$ cat src/design/mml_pkg.sv
// Shared types and constants for the MML note sequencer.
// Depends on nothing; used by every module of the block.
`default_nettype none
package mml_pkg;

   localparam logic [1:0] PH_IDLE = 2'd0;
   localparam logic [1:0] PH_NUM  = 2'd1;
   localparam logic [1:0] PH_MODE = 2'd2;
   localparam logic [1:0] PH_LEN  = 2'd3;

   localparam logic [2:0] PK_NONE  = 3'd0;
   localparam logic [2:0] PK_TEMPO = 3'd1;
   localparam logic [2:0] PK_OCT   = 3'd2;
   localparam logic [2:0] PK_LEN   = 3'd3;
   localparam logic [2:0] PK_ABS   = 3'd4;
   localparam logic [2:0] PK_NOTE  = 3'd5;
   localparam logic [2:0] PK_REST  = 3'd6;

   localparam logic [9:0] ACC_MAX = 10'd1023;

   // one note job handed from the parser to the timing unit
   typedef struct packed {
      logic [12:0] freq_hz;
      logic [7:0]  tempo;
      logic [6:0]  len;
      logic        dotted;
      logic        fg;
   } job_type;

   // trunc(440 * 2^((m-69)/12)) for midi m = 11..96, zero elsewhere
   function automatic logic [12:0] rom_hz(input logic [6:0] midi);
      logic [12:0] r;
      begin
         r = 13'd0;
         case (midi)
            7'd11: r = 13'd15;   7'd12: r = 13'd16;   7'd13: r = 13'd17;
            7'd14: r = 13'd18;   7'd15: r = 13'd19;   7'd16: r = 13'd20;
            7'd17: r = 13'd21;   7'd18: r = 13'd23;   7'd19: r = 13'd24;
            7'd20: r = 13'd25;   7'd21: r = 13'd27;   7'd22: r = 13'd29;
            7'd23: r = 13'd30;   7'd24: r = 13'd32;   7'd25: r = 13'd34;
            7'd26: r = 13'd36;   7'd27: r = 13'd38;   7'd28: r = 13'd41;
            7'd29: r = 13'd43;   7'd30: r = 13'd46;   7'd31: r = 13'd48;
            7'd32: r = 13'd51;   7'd33: r = 13'd55;   7'd34: r = 13'd58;
            7'd35: r = 13'd61;   7'd36: r = 13'd65;   7'd37: r = 13'd69;
            7'd38: r = 13'd73;   7'd39: r = 13'd77;   7'd40: r = 13'd82;
            7'd41: r = 13'd87;   7'd42: r = 13'd92;   7'd43: r = 13'd97;
            7'd44: r = 13'd103;  7'd45: r = 13'd110;  7'd46: r = 13'd116;
            7'd47: r = 13'd123;  7'd48: r = 13'd130;  7'd49: r = 13'd138;
            7'd50: r = 13'd146;  7'd51: r = 13'd155;  7'd52: r = 13'd164;
            7'd53: r = 13'd174;  7'd54: r = 13'd184;  7'd55: r = 13'd195;
            7'd56: r = 13'd207;  7'd57: r = 13'd220;  7'd58: r = 13'd233;
            7'd59: r = 13'd246;  7'd60: r = 13'd261;  7'd61: r = 13'd277;
            7'd62: r = 13'd293;  7'd63: r = 13'd311;  7'd64: r = 13'd329;
            7'd65: r = 13'd349;  7'd66: r = 13'd369;  7'd67: r = 13'd391;
            7'd68: r = 13'd415;  7'd69: r = 13'd440;  7'd70: r = 13'd466;
            7'd71: r = 13'd493;  7'd72: r = 13'd523;  7'd73: r = 13'd554;
            7'd74: r = 13'd587;  7'd75: r = 13'd622;  7'd76: r = 13'd659;
            7'd77: r = 13'd698;  7'd78: r = 13'd739;  7'd79: r = 13'd783;
            7'd80: r = 13'd830;  7'd81: r = 13'd880;  7'd82: r = 13'd932;
            7'd83: r = 13'd987;  7'd84: r = 13'd1046; 7'd85: r = 13'd1108;
            7'd86: r = 13'd1174; 7'd87: r = 13'd1244; 7'd88: r = 13'd1318;
            7'd89: r = 13'd1396; 7'd90: r = 13'd1479; 7'd91: r = 13'd1567;
            7'd92: r = 13'd1661; 7'd93: r = 13'd1760; 7'd94: r = 13'd1864;
            7'd95: r = 13'd1975; 7'd96: r = 13'd2093;
            default: r = 13'd0;
         endcase
         return r;
      end
   endfunction

   // semitone within the octave for letters A..G
   function automatic logic [3:0] letter_semi(input logic [2:0] idx);
      logic [3:0] r;
      begin
         case (idx)
            3'd0: r = 4'd9;
            3'd1: r = 4'd11;
            3'd2: r = 4'd0;
            3'd3: r = 4'd2;
            3'd4: r = 4'd4;
            3'd5: r = 4'd5;
            3'd6: r = 4'd7;
            default: r = 4'd0;
         endcase
         return r;
      end
   endfunction

endpackage
`default_nettype wire

$ cat src/design/mml_note_sequencer_core.sv
// MML note sequencer top level: parser, job queue and duration timer.
// Throughput: one character per cycle unless the job queue is full (req_stall).
// The bit-serial duration divider (19 quotient bits) finishes one note before it
// takes the next from the queue. A two-job queue decouples.
// Reset (synchronous) restores tempo 120, octave 4, length 4, background.
`default_nettype none
module mml_note_sequencer_core (
   input  wire logic        clock,
   input  wire logic        reset,
   input  wire logic        req_valid,
   output logic             req_stall,
   input  wire logic        req_command,
   input  wire logic [7:0]  req_char_code,
   output logic             rsp_valid,
   input  wire logic        rsp_stall,
   output logic [12:0]      rsp_freq_hz,
   output logic [13:0]      rsp_duration_ms,
   output logic             rsp_wait_for_end
);

   logic             push, full, pop, not_empty;
   mml_pkg::job_type pjob, hjob;

   mml_parser u_parser (
      .clock, .reset, .req_valid, .req_stall, .req_command, .req_char_code,
      .job_valid(push), .job(pjob), .job_full(full)
   );

   mml_job_queue u_queue (
      .clock, .reset, .push, .push_job(pjob), .full, .pop,
      .not_empty, .head(hjob)
   );

   mml_timer u_timer (
      .clock, .reset, .job_ready(not_empty), .job(hjob), .job_pop(pop),
      .rsp_valid, .rsp_stall, .rsp_freq_hz, .rsp_duration_ms, .rsp_wait_for_end
   );

endmodule
`default_nettype wire

$ cat src/design/mml_parser.sv
// Front end: parses MML characters, keeps the settings, issues note jobs.
// Depends on mml_pkg.
`default_nettype none
module mml_parser (
   input  wire logic            clock,
   input  wire logic            reset,
   input  wire logic            req_valid,
   output logic                 req_stall,
   input  wire logic            req_command,
   input  wire logic [7:0]      req_char_code,
   output logic                 job_valid,
   output mml_pkg::job_type     job,
   input  wire logic            job_full
);

   logic [7:0] tempo_ff, tempo_in;
   logic [2:0] oct_ff, oct_in;
   logic [6:0] dlen_ff, dlen_in;
   logic       fg_ff, fg_in;
   logic [1:0] phase_ff, phase_in;
   logic [2:0] kind_ff, kind_in;
   logic       acc_phase_ff, acc_phase_in; // accidental still allowed
   logic signed [5:0] semi_ff, semi_in;
   logic [9:0] acc_ff, acc_in;

   logic [7:0]  c, u;
   logic        blank, digit, take;
   logic [13:0] acc_x10;
   logic [6:0]  nlen;
   logic [6:0]  midi_note;
   logic signed [7:0] midi_s;
   logic [12:0] note_hz;

   assign req_stall = job_full;
   assign take      = req_valid && !job_full;
   assign c         = req_char_code;
   assign u         = (c >= 8'd97 && c <= 8'd122) ? c - 8'd32 : c;
   assign blank     = (c == 8'd32) || (c >= 8'd9 && c <= 8'd13);
   assign digit     = (c >= 8'd48 && c <= 8'd57);
   assign acc_x10   = {4'd0, acc_ff} * 14'd10 + {10'd0, c[3:0] - 4'd0};
   assign nlen      = (acc_ff >= 10'd1 && acc_ff <= 10'd64) ? acc_ff[6:0] : dlen_ff;
   assign midi_s    = 8'(signed'({1'b0, ({4'd0, oct_ff} + 7'd1) * 7'd12})) + 8'(semi_ff);
   assign midi_note = midi_s[7] ? 7'd0 : midi_s[6:0];
   assign note_hz   = (kind_ff == mml_pkg::PK_NOTE) ? mml_pkg::rom_hz(midi_note) : 13'd0;

   always_comb begin
      logic fin_num, fin_note, dot, start;
      tempo_in = tempo_ff; oct_in = oct_ff; dlen_in = dlen_ff; fg_in = fg_ff;
      phase_in = phase_ff; kind_in = kind_ff; acc_phase_in = acc_phase_ff;
      semi_in = semi_ff; acc_in = acc_ff;
      job_valid = 1'b0;
      job = '0;
      job.tempo = tempo_ff;
      job.fg = fg_ff;
      fin_num = 1'b0; fin_note = 1'b0; dot = 1'b0; start = 1'b0;
      if (take) begin
         if (req_command) begin
            fin_num  = (phase_ff == mml_pkg::PH_NUM);
            fin_note = (phase_ff == mml_pkg::PH_LEN);
         end else begin
            case (phase_ff)
               mml_pkg::PH_NUM: begin
                  if (digit) acc_in = acc_x10 > 14'd1023 ? mml_pkg::ACC_MAX : acc_x10[9:0];
                  else begin fin_num = 1'b1; start = 1'b1; end
               end
               mml_pkg::PH_MODE: begin
                  if (u == 8'h42) fg_in = 1'b0;
                  else if (u == 8'h46) fg_in = 1'b1;
                  phase_in = mml_pkg::PH_IDLE;
               end
               mml_pkg::PH_LEN: begin
                  acc_phase_in = 1'b0;
                  if (acc_phase_ff && (c == 8'h2B || c == 8'h23)) semi_in = semi_ff + 6'sd1;
                  else if (acc_phase_ff && c == 8'h2D) semi_in = semi_ff - 6'sd1;
                  else if (digit)
                     acc_in = acc_x10 > 14'd1023 ? mml_pkg::ACC_MAX : acc_x10[9:0];
                  else if (c == 8'h2E) begin fin_note = 1'b1; dot = 1'b1; end
                  else begin fin_note = 1'b1; start = 1'b1; end
               end
               default: begin
                  kind_in = mml_pkg::PK_NONE;
                  start = 1'b1;
               end
            endcase
         end
         if (fin_note) begin
            job_valid = 1'b1;
            job.freq_hz = note_hz;
            job.len = nlen;
            job.dotted = dot;
            phase_in = mml_pkg::PH_IDLE;
            kind_in = mml_pkg::PK_NONE;
         end
         if (fin_num) begin
            phase_in = mml_pkg::PH_IDLE;
            kind_in = mml_pkg::PK_NONE;
            case (kind_ff)
               mml_pkg::PK_TEMPO: if (acc_ff >= 10'd32 && acc_ff <= 10'd255) tempo_in = acc_ff[7:0];
               mml_pkg::PK_OCT: if (acc_ff <= 10'd6) oct_in = acc_ff[2:0];
               mml_pkg::PK_LEN: if (acc_ff >= 10'd1 && acc_ff <= 10'd64) dlen_in = acc_ff[6:0];
               mml_pkg::PK_ABS: begin
                  job.len = dlen_ff;
                  if (acc_ff == 10'd0) job_valid = 1'b1;
                  else if (acc_ff <= 10'd84) begin
                     job_valid = 1'b1;
                     job.freq_hz = mml_pkg::rom_hz(acc_ff[6:0] + 7'd11);
                  end
               end
               default: ;
            endcase
         end
         if (start) begin
            acc_in = 10'd0;
            if (!blank) begin
               if (u == 8'h54 || u == 8'h4F || u == 8'h4C || u == 8'h4E) begin
                  phase_in = mml_pkg::PH_NUM;
                  kind_in = (u == 8'h54) ? mml_pkg::PK_TEMPO : (u == 8'h4F) ? mml_pkg::PK_OCT
                          : (u == 8'h4C) ? mml_pkg::PK_LEN : mml_pkg::PK_ABS;
               end else if (u == 8'h4D) phase_in = mml_pkg::PH_MODE;
               else if (u == 8'h3C) begin
                  if (oct_in > 3'd0) oct_in = oct_in - 3'd1;
               end else if (u == 8'h3E) begin
                  if (oct_in < 3'd6) oct_in = oct_in + 3'd1;
               end else if (u >= 8'h41 && u <= 8'h47) begin
                  semi_in = 6'(mml_pkg::letter_semi(3'(u - 8'h41)));
                  kind_in = mml_pkg::PK_NOTE;
                  phase_in = mml_pkg::PH_LEN;
                  acc_phase_in = 1'b1;
               end else if (u == 8'h50) begin
                  semi_in = 6'sd0;
                  kind_in = mml_pkg::PK_REST;
                  phase_in = mml_pkg::PH_LEN;
                  acc_phase_in = 1'b0;
               end
            end
         end
         if (req_command) begin
            tempo_in = 8'd120; oct_in = 3'd4; dlen_in = 7'd4; fg_in = 1'b0;
            phase_in = mml_pkg::PH_IDLE; kind_in = mml_pkg::PK_NONE;
            semi_in = 6'sd0; acc_in = 10'd0; acc_phase_in = 1'b0;
         end
      end
   end

   always_ff @(posedge clock) begin
      if (reset) begin
         tempo_ff <= 8'd120; oct_ff <= 3'd4; dlen_ff <= 7'd4; fg_ff <= 1'b0;
         phase_ff <= mml_pkg::PH_IDLE; kind_ff <= mml_pkg::PK_NONE;
         acc_phase_ff <= 1'b0; semi_ff <= 6'sd0; acc_ff <= 10'd0;
      end else begin
         tempo_ff <= tempo_in; oct_ff <= oct_in; dlen_ff <= dlen_in; fg_ff <= fg_in;
         phase_ff <= phase_in; kind_ff <= kind_in; acc_phase_ff <= acc_phase_in;
         semi_ff <= semi_in; acc_ff <= acc_in;
      end
   end

endmodule
`default_nettype wire

$ cat src/design/mml_job_queue.sv
// Two-entry queue of note jobs between parser and timing unit.
// Depends on mml_pkg.
`default_nettype none
module mml_job_queue (
   input  wire logic            clock,
   input  wire logic            reset,
   input  wire logic            push,
   input  wire mml_pkg::job_type push_job,
   output logic                 full,
   input  wire logic            pop,
   output logic                 not_empty,
   output mml_pkg::job_type     head
);

   mml_pkg::job_type mem_ff [2];
   logic       wp_ff, rp_ff;
   logic [1:0] cnt_ff;

   assign full      = (cnt_ff == 2'd2);
   assign not_empty = (cnt_ff != 2'd0);
   assign head      = mem_ff[rp_ff];

   always_ff @(posedge clock) begin
      if (push) mem_ff[wp_ff] <= push_job;
      if (reset) begin
         wp_ff <= 1'b0; rp_ff <= 1'b0; cnt_ff <= 2'd0;
      end else begin
         if (push) wp_ff <= ~wp_ff;
         if (pop) rp_ff <= ~rp_ff;
         cnt_ff <= cnt_ff + {1'b0, push} - {1'b0, pop};
      end
   end

endmodule
`default_nettype wire

$ cat src/design/mml_timer.sv
// Back end: duration divider (restoring, one quotient bit per cycle)
// and the result register. Depends on mml_pkg.
`default_nettype none
module mml_timer (
   input  wire logic            clock,
   input  wire logic            reset,
   input  wire logic            job_ready,
   input  wire mml_pkg::job_type job,
   output logic                 job_pop,
   output logic                 rsp_valid,
   input  wire logic            rsp_stall,
   output logic [12:0]          rsp_freq_hz,
   output logic [13:0]          rsp_duration_ms,
   output logic                 rsp_wait_for_end
);

   localparam logic [1:0] ST_IDLE = 2'd0;
   localparam logic [1:0] ST_MUL  = 2'd1;
   localparam logic [1:0] ST_DIV  = 2'd2;
   localparam logic [1:0] ST_OUT  = 2'd3;

   logic [1:0]  st_ff, st_in;
   logic [18:0] rem_ff, rem_in;   // partial remainder; the dividend shifts out of num_ff
   logic [18:0] quo_ff, quo_in;
   logic [14:0] den_ff, den_in;
   logic [4:0]  cnt_ff, cnt_in;
   logic [12:0] hz_ff, hz_in;
   logic        fg_ff, fg_in;
   logic [18:0] num_ff, num_in;
   logic [33:0] trial;

   assign job_pop          = (st_ff == ST_IDLE) && job_ready;
   assign rsp_valid        = (st_ff == ST_OUT);
   assign rsp_freq_hz      = hz_ff;
   assign rsp_duration_ms  = quo_ff[13:0];
   assign rsp_wait_for_end = fg_ff;
   assign trial = {15'd0, rem_ff[17:0], num_ff[18]} - {19'd0, den_ff};

   always_comb begin
      st_in = st_ff; rem_in = rem_ff; quo_in = quo_ff; den_in = den_ff;
      cnt_in = cnt_ff; hz_in = hz_ff; fg_in = fg_ff; num_in = num_ff;
      case (st_ff)
         ST_IDLE: if (job_ready) begin
            // 240000*k/(tempo*len), k = 1, or 1.5 when dotted (numerator 360000)
            num_in = job.dotted ? 19'd360000 : 19'd240000;
            den_in = {7'd0, job.tempo} * {8'd0, job.len};
            hz_in = job.freq_hz;
            fg_in = job.fg;
            st_in = ST_MUL;
         end
         ST_MUL: begin
            rem_in = 19'd0; quo_in = 19'd0; cnt_in = 5'd19;
            st_in = ST_DIV;
         end
         ST_DIV: begin
            if (!trial[33]) begin
               rem_in = trial[18:0];
               quo_in = {quo_ff[17:0], 1'b1};
            end else begin
               rem_in = {rem_ff[17:0], num_ff[18]};
               quo_in = {quo_ff[17:0], 1'b0};
            end
            num_in = {num_ff[17:0], 1'b0};
            cnt_in = cnt_ff - 5'd1;
            if (cnt_ff == 5'd1) st_in = ST_OUT;
         end
         ST_OUT: if (!rsp_stall) st_in = ST_IDLE;
         default: st_in = ST_IDLE;
      endcase
   end

   always_ff @(posedge clock) begin
      if (reset) st_ff <= ST_IDLE;
      else st_ff <= st_in;
      rem_ff <= rem_in; quo_ff <= quo_in; den_ff <= den_in; cnt_ff <= cnt_in;
      hz_ff <= hz_in; fg_ff <= fg_in; num_ff <= num_in;
   end

endmodule
`default_nettype wire
$ cat config.mk
export PLATFORM = sky130hd
export DESIGN_NAME = mml_note_sequencer_core
export DESIGN_NICKNAME = d
export VERILOG_FILES = /design/src/design/mml_pkg.sv /design/src/design/mml_note_sequencer_core.sv /design/src/design/mml_parser.sv /design/src/design/mml_job_queue.sv /design/src/design/mml_timer.sv
export SDC_FILE = /design/constraint.sdc
export NUM_CORES = 1
export LEC_CHECK = 0
export ABC_AREA = 1
export BUFFER_PORTS_ARGS = -buffer_cell sky130_fd_sc_hd__buf_4
export CAP_MARGIN = 20
export CORE_MARGIN = 2
export CORE_UTILIZATION = 58
export CTS_CLUSTER_SIZE = 40
export DETAILED_ROUTE_END_ITERATION = 6
export HOLD_SLACK_MARGIN = 0.1
export PLACE_DENSITY = 0.84
export SLEW_MARGIN = 20
export SYNTH_ARGS = -nofsm -noshare
export SYNTH_HDL_FRONTEND = slang
export SYNTH_SLANG_ARGS = --single-unit
export TNS_END_PERCENT = 50
$ cat constraint.sdc
create_clock -name clock -period 4.7 [get_ports clock]
set_input_delay 0 -clock clock [delete_from_list [all_inputs] [get_ports clock]]
set_output_delay 0 -clock clock [all_outputs]
set_load 0.01 [all_outputs]
# Yosys cells after proc, flatten, opt, wreduce, memory -nomap -nowiden
# Memory sizes are Yosys's and may differ from the RTL's. A register that Yosys moved wholly into a read port is not among the register bits.
# Cells that the tools add are included.
word_totals:
  ramBits: 60
  reg_bits: 132
  n_memories: 3
  romBits: 3072
  output_inout_bits: 30
  input_bits: 13
  wordCells: 273
op_classes:
  mul: 3
  add_sub_neg: 14
  magnitude_cmp: 17
  bitwise_logic: 2
  eq_ne: 38
  mux: 139
  n_reduce_logical: 37
memory_table:
  columns: ["memory", "depth", "word_bits", "read_ports", "rd_clocked_by_memory_dff", "wr", "line_no", "text"]
  rows:
  - ["(name not given)", 128, 12, 1, 0, 0, "mml_pkg.sv:35", "case (midi)"]
  - ["(name not given)", 128, 12, 1, 0, 0, "mml_pkg.sv:35", null]
  - ["u_queue.mem_ff", 2, 30, 1, 1, 1, "mml_job_queue.sv:15", "mml_pkg::job_type mem_ff [2];"]
ops:
  columns: ["operator", "count"]
  rows:
  - ["two-way mux 13 bit", 7]
  - ["two-way mux 3 bit", 28]
  - ["two-way mux 6 bit", 12]
  - ["== test 8 x 7 -> 1 bit, second input constant", 8]
  - ["two-way mux 10 bit", 6]
  - ["== test 8 x 6 -> 1 bit, second input constant", 7]
  - ["two-way mux 8 bit", 7]
  - ["two-way mux 7 bit", 7]
  - ["two-way mux 1 bit", 46]
  - ["two-way mux 19 bit", 2]
  - ["one-hot mux 19 bit (2 select lines)", 1]
  - ["one-hot mux 18 bit (2 select lines)", 1]
  - ["two-way mux 2 bit", 15]
  - ["one-hot mux 14 bit (2 select lines)", 1]
  - ["one-hot mux 4 bit (6 select lines)", 1]
  - ["<= comparator 10 x 7 -> 1 bit, second input constant", 2]
  - ["one-hot mux 10 bit (2 select lines)", 1]
  - ["subtractor 19 x 15 -> 20 bit", 1]
  - ["two-way mux 18 bit", 1]
  - [">= comparator 8 x 7 -> 1 bit, second input constant", 2]
  - ["<= comparator 8 x 7 -> 1 bit, second input constant", 2]
  - ["nonzero test 2 bit", 8]
  - ["== test 3 bit, second input constant", 5]
  - ["multiplier 8 x 7 -> 15 bit", 1]
  - ["49 further kinds", 78]

# Longest topological paths before layout
depth:
  ltp_word: 19
  ltp_mapped: 28
  depth_no_buf: 28

# Cells and area by module
# A second synthesis with hierarchy kept.
hier_totals:
  cells_unflattened: 1905
  hier_area_um2: 14883.0
by_module_without_submodules:
  columns: ["mod", "instances", "cells_per_inst", "seq_area_each_um2", "area_each_um2"]
  rows:
  - ["mml_parser", 1, 1083, 820.8, 6337.3]
  - ["mml_timer", 1, 698, 2412.3, 6035.8]
  - ["mml_job_queue", 1, 124, 1901.8, 2509.9]

# Worst setup path after synthesis
# No wires, ideal clock.
synth_path:
  path_type: "reg2reg"
  startpoint: "reg with a tool-made name"
  endpoint: "reg u_timer.den_ff[13] (data pin)"
  path_buffers: 2
  period_less_slack_ns: 4.918
  stages_incl_launch_ff: 23
  path_slack_ns: -0.218
  arrival_ns: 4.661
  setup_time_ns: 0.257
  required_ns: 4.443
  cell_sequence: "dfxtp_1 clkbuf_1 clkbuf_1 o21ai_0 inv_1 nand2_1 fa_1 fa_1 fa_1 inv_1 fa_1 ha_1 a21oi_1 o21ai_0 a21oi_1 nor2_1 o21ai_0 nand2_1 nand2_1 inv_1 o21ai_0 nand2_1 xor2_1"
synth_lines:
  columns: ["element", "line_no", "text"]
  rows:
  - ["end signal: assignment", "mml_timer.sv:75", "rem_ff <= rem_in; quo_ff <= quo_in; den_ff <= den_in; cnt_ff <= cnt_in;"]
  - ["end: declaration", "mml_timer.sv:25", "logic [14:0] den_ff, den_in;"]

==> reports/qor.yml <==
synth_top_cell_by_area: "edfxtp_1"
root_buffer: "clkbuf_16"
rsz0062_at_grt: "true"
die_y_um: 159
drive_gt1_frac: 0.143
yosysWarnings: 0
path_clk_slew_ns: 0.08
finalNetCount: 2030
slowest_delay_ns: 0.54
synth-seq-cells: 184
io_buffers: 41
area_growth_pct: 14.7
cp.buffers_inverters: 5
critPathTopFamily: "adder cells"
peakVddDrop_uv: 336
synthDistinctLibCells: 54
period_needed_ns: 4.80
synth_fp_nets: 1937
multi_input_area_um2: 8010
routabilityCongestion: 0.953
syn_avg_cell_area_um2: 7.84
overflow: 0
synth.cell_area_um2: 13900
violations: "setup timing"
cp.arrival_ns: 4.98
cp_max_fo: 7
wl_um: 36900
status: "finished with violations"
worst_path_most_repeated_cell: "fa_1"
leakage_nw: 7.24
cts.sinks: 184
slew_violations: 0
cts_made_buffers: 17
ant_nets: 0
vias_per_cell: 5.67
register_area_um2: 5050
synth_top_cell_area_share: 0.293
slew_headroom: 0.316
finalSetupViolCount: 2
grt_max_degree: 46
synth_common_cells: "nand2_1 (442), inv_1 (225), a21oi_1 (156)"
vias: 12493
synth_edf_count: 136
fmax_mhz: 208
ys_async_sr_fraction: 0
clk_latency_ns: 0.44
synthFlopType: "edfxtp_1"
drtPass1Iterations: 6
crit_type: "register to register"
hpwl_um: 27000
chipWidth_um: 159
diodes: 0
postLayoutSetupSlackWorst_ns: -0.0966
route.detailed.drc: 0
cp-end-kind: "register"
path_cells: "clkbuf_16 > nand2_1 > o21ai_2 > nor2_1 > fa_1 > inv_2 > fa_1 > fa_1 > inv_2 > fa_1 > ha_4 > buf_4 > inv_1 > nor4_2 > nand2_1 > nand3_2 > nand3_2 > nand3b_1 > nand2_1 > a21oi_1 > nor2_1 > xor2_1"
clockBufferDepth: 2
grt_pass1_wl_um: 59600
first_global_vias: 12197
grt_usage: 0.287
cpMaxStageDelayCell: "fa_1"
tightest_slew_ns: 1.02
placed_cell_area_um2: 14900
antenna_found_initial: 0
synth_seq_area_share: 0.362
syn_inst: 1780
wl_per_cell_um: 16.7
tritoncts: "yes"
hold_class: "input pin to register"
cap_viol_max_count: 0
initial_core_util: 0.592
finalInstanceArea_um2: 16000
timing.final.crit_share: 1.02
fin_setup_tns_ns: -0.106
worstPathRequired_ns: 4.89
skew_ns: 0.0251
fp.dieArea_um2: 25300
io_pins: 43
powerDensity_nw_per_um2: 515
htreeDepth: 4
power_mw: 8.24
drt-initial-drc-count: 947
synthTopCellsByArea: "edfxtp_1 (29%), nand2_1 (12%), ha_1 (9.9%), dfxtp_1 (6.9%), inv_1 (6.1%)"
row_count: 56
synth.most_common_cell: "nand2_1"
fillers: 1837
hold_viol: 0
core_area_um2: 23500
worstSetupStartpointType: "register"
## final cells by class
class,count,share of cell area
clock buffers,17,0.0266
inverters,245,0.0575
flip-flops and latches,184,0.315
clock inverters,15,0.0134
multi-input cells,1306,0.500
well taps,319,0.0249
repair buffers,119,0.0618
## kinds of logic (layout without fill, tap and decap cells)
logic type / count (synthesis) / in the layout / synth area share
AND/OR/NAND/NOR: 750 / 750 / 0.228
AO/OA/AOI/OAI: 345 / 345 / 0.135
buffers and inverters: 290 / 396 / 0.0812
flip-flops: 184 / 184 / 0.362
adder cells (fa/ha/maj): 144 / 144 / 0.147
XOR/XNOR: 52 / 52 / 0.0356
multiplexers: 14 / 14 / 0.0112
other: 1 / 1 / 0.000269
## power breakdown
part / total [mW] / switching (mW) / internal (mW)
Clock: 1.52 / 0.733 / 0.784
Sequential: 2.45 / 0.175 / 2.28
Combinational: 4.27 / 2.51 / 1.77
## metrics by stage
stage / std cells / worst slack (ns) / hold WS, ns / util
2_1_floorplan: 1780 / 0.000167 / 0.201 / -
4_1_cts: 2199 / 0.0134 / 0.172 / 0.671
6_report: 2205 / -0.0966 / 0.191 / 0.680
3_3_place_gp: 2156 / -0.100 / 0.340 / 0.635
3_5_place_dp: 2156 / -0.200 / 0.338 / 0.635
5_1_grt: 2205 / -0.303 / 0.214 / 0.680
## per-layer routing
metal	share of wire	wire (um)	GRT usage
met5	0	0	0
met4	0.034	1250	0.101
met3	0.058	2140	0.0370
met2	0.49	18000	0.498
met1	0.42	15500	0.370
## sequential cells by signal, indices dropped and copies added (netlist names), named ones only
| name | cells |
|---|---|
| u_parser.phase_ff | 2 |
| u_timer.num_ff | 13 |
| u_parser.semi_ff | 6 |
| u_queue.wp_ff | 1 |
| u_timer.rsp_freq_hz | 12 |
| u_parser.fg_ff | 1 |
| u_timer.rem_ff | 18 |
| u_parser.acc_phase_ff | 1 |
| u_parser.oct_ff | 3 |
| u_timer.den_ff | 15 |
| u_parser.dlen_ff | 7 |
| u_parser.kind_ff | 3 |
| u_timer.quo_ff | 14 |
| u_timer.st_ff | 2 |
| u_queue.mem_ff | 58 |
| u_timer.rsp_wait_for_end | 1 |
| u_queue.rp_ff | 1 |
| u_queue.cnt_ff | 2 |
| u_timer.cnt_ff | 5 |
| u_parser.acc_ff | 10 |
| u_parser.tempo_ff | 8 |
## cell usage in the layout, fill, tap and decap left out, types with 9 or more instances in the layout
cell type / synthesis / final
nand3_1: 95 / 93
nand2_2: 14 / 20
dfxtp_1: 48 / 47
fa_1: 34 / 33
edfxtp_1: 136 / 136
nor2_2: 6 / 10
nor2_1: 133 / 129
nand2_1: 442 / 435
nor3_1: 15 / 15
clkbuf_16: 0 / 19
a21oi_1: 156 / 151
o21ai_2: 2 / 13
a31oi_1: 9 / 9
o21ai_1: 23 / 25
o211ai_1: 12 / 12
xor2_1: 34 / 33
buf_4: 6 / 105
xnor2_1: 14 / 14
inv_2: 17 / 24
mux2_2: 13 / 13
o21ai_0: 108 / 92
ha_1: 110 / 103
inv_1: 225 / 218
nand4_1: 15 / 15
## path summary, 6_finish.rpt
check	startpoint	cells after the start	to	slack, ns
setup / recovery	register	22	u_timer.den_ff[14]$_DFFE_PP_	-0.1
hold / removal	req_char_code[3]	5	u_parser.fg_ff$_SDFFE_PP0P_	0.19
setup reg to reg	register	22	u_timer.den_ff[14]$_DFFE_PP_	-0.1
hold reg to reg	u_parser.tempo_ff[7]$_SDFFE_PP0P_	0	u_queue.mem_ff[1][16]$_DFFE_PP_	0.48
## tightest hold or removal path, cell delays in order
cell	delay, ns
buf_4	0.16
nor2_1	0.12
nand2_1	0.11
nand2_1	0.10
a311oi_1	0.08
## repair_timing
action | in CTS | in global routing
setup endpoints to repair | 2 | 7
hold endpoints to repair | 41 | 0
buffers inserted | 2 | 4
resized for setup | 21 | 40
gates cloned | 1 | 2
pin swaps | 10 | 16
hold buffers | 8 | 0
Power figures use the tool's default switching activity.
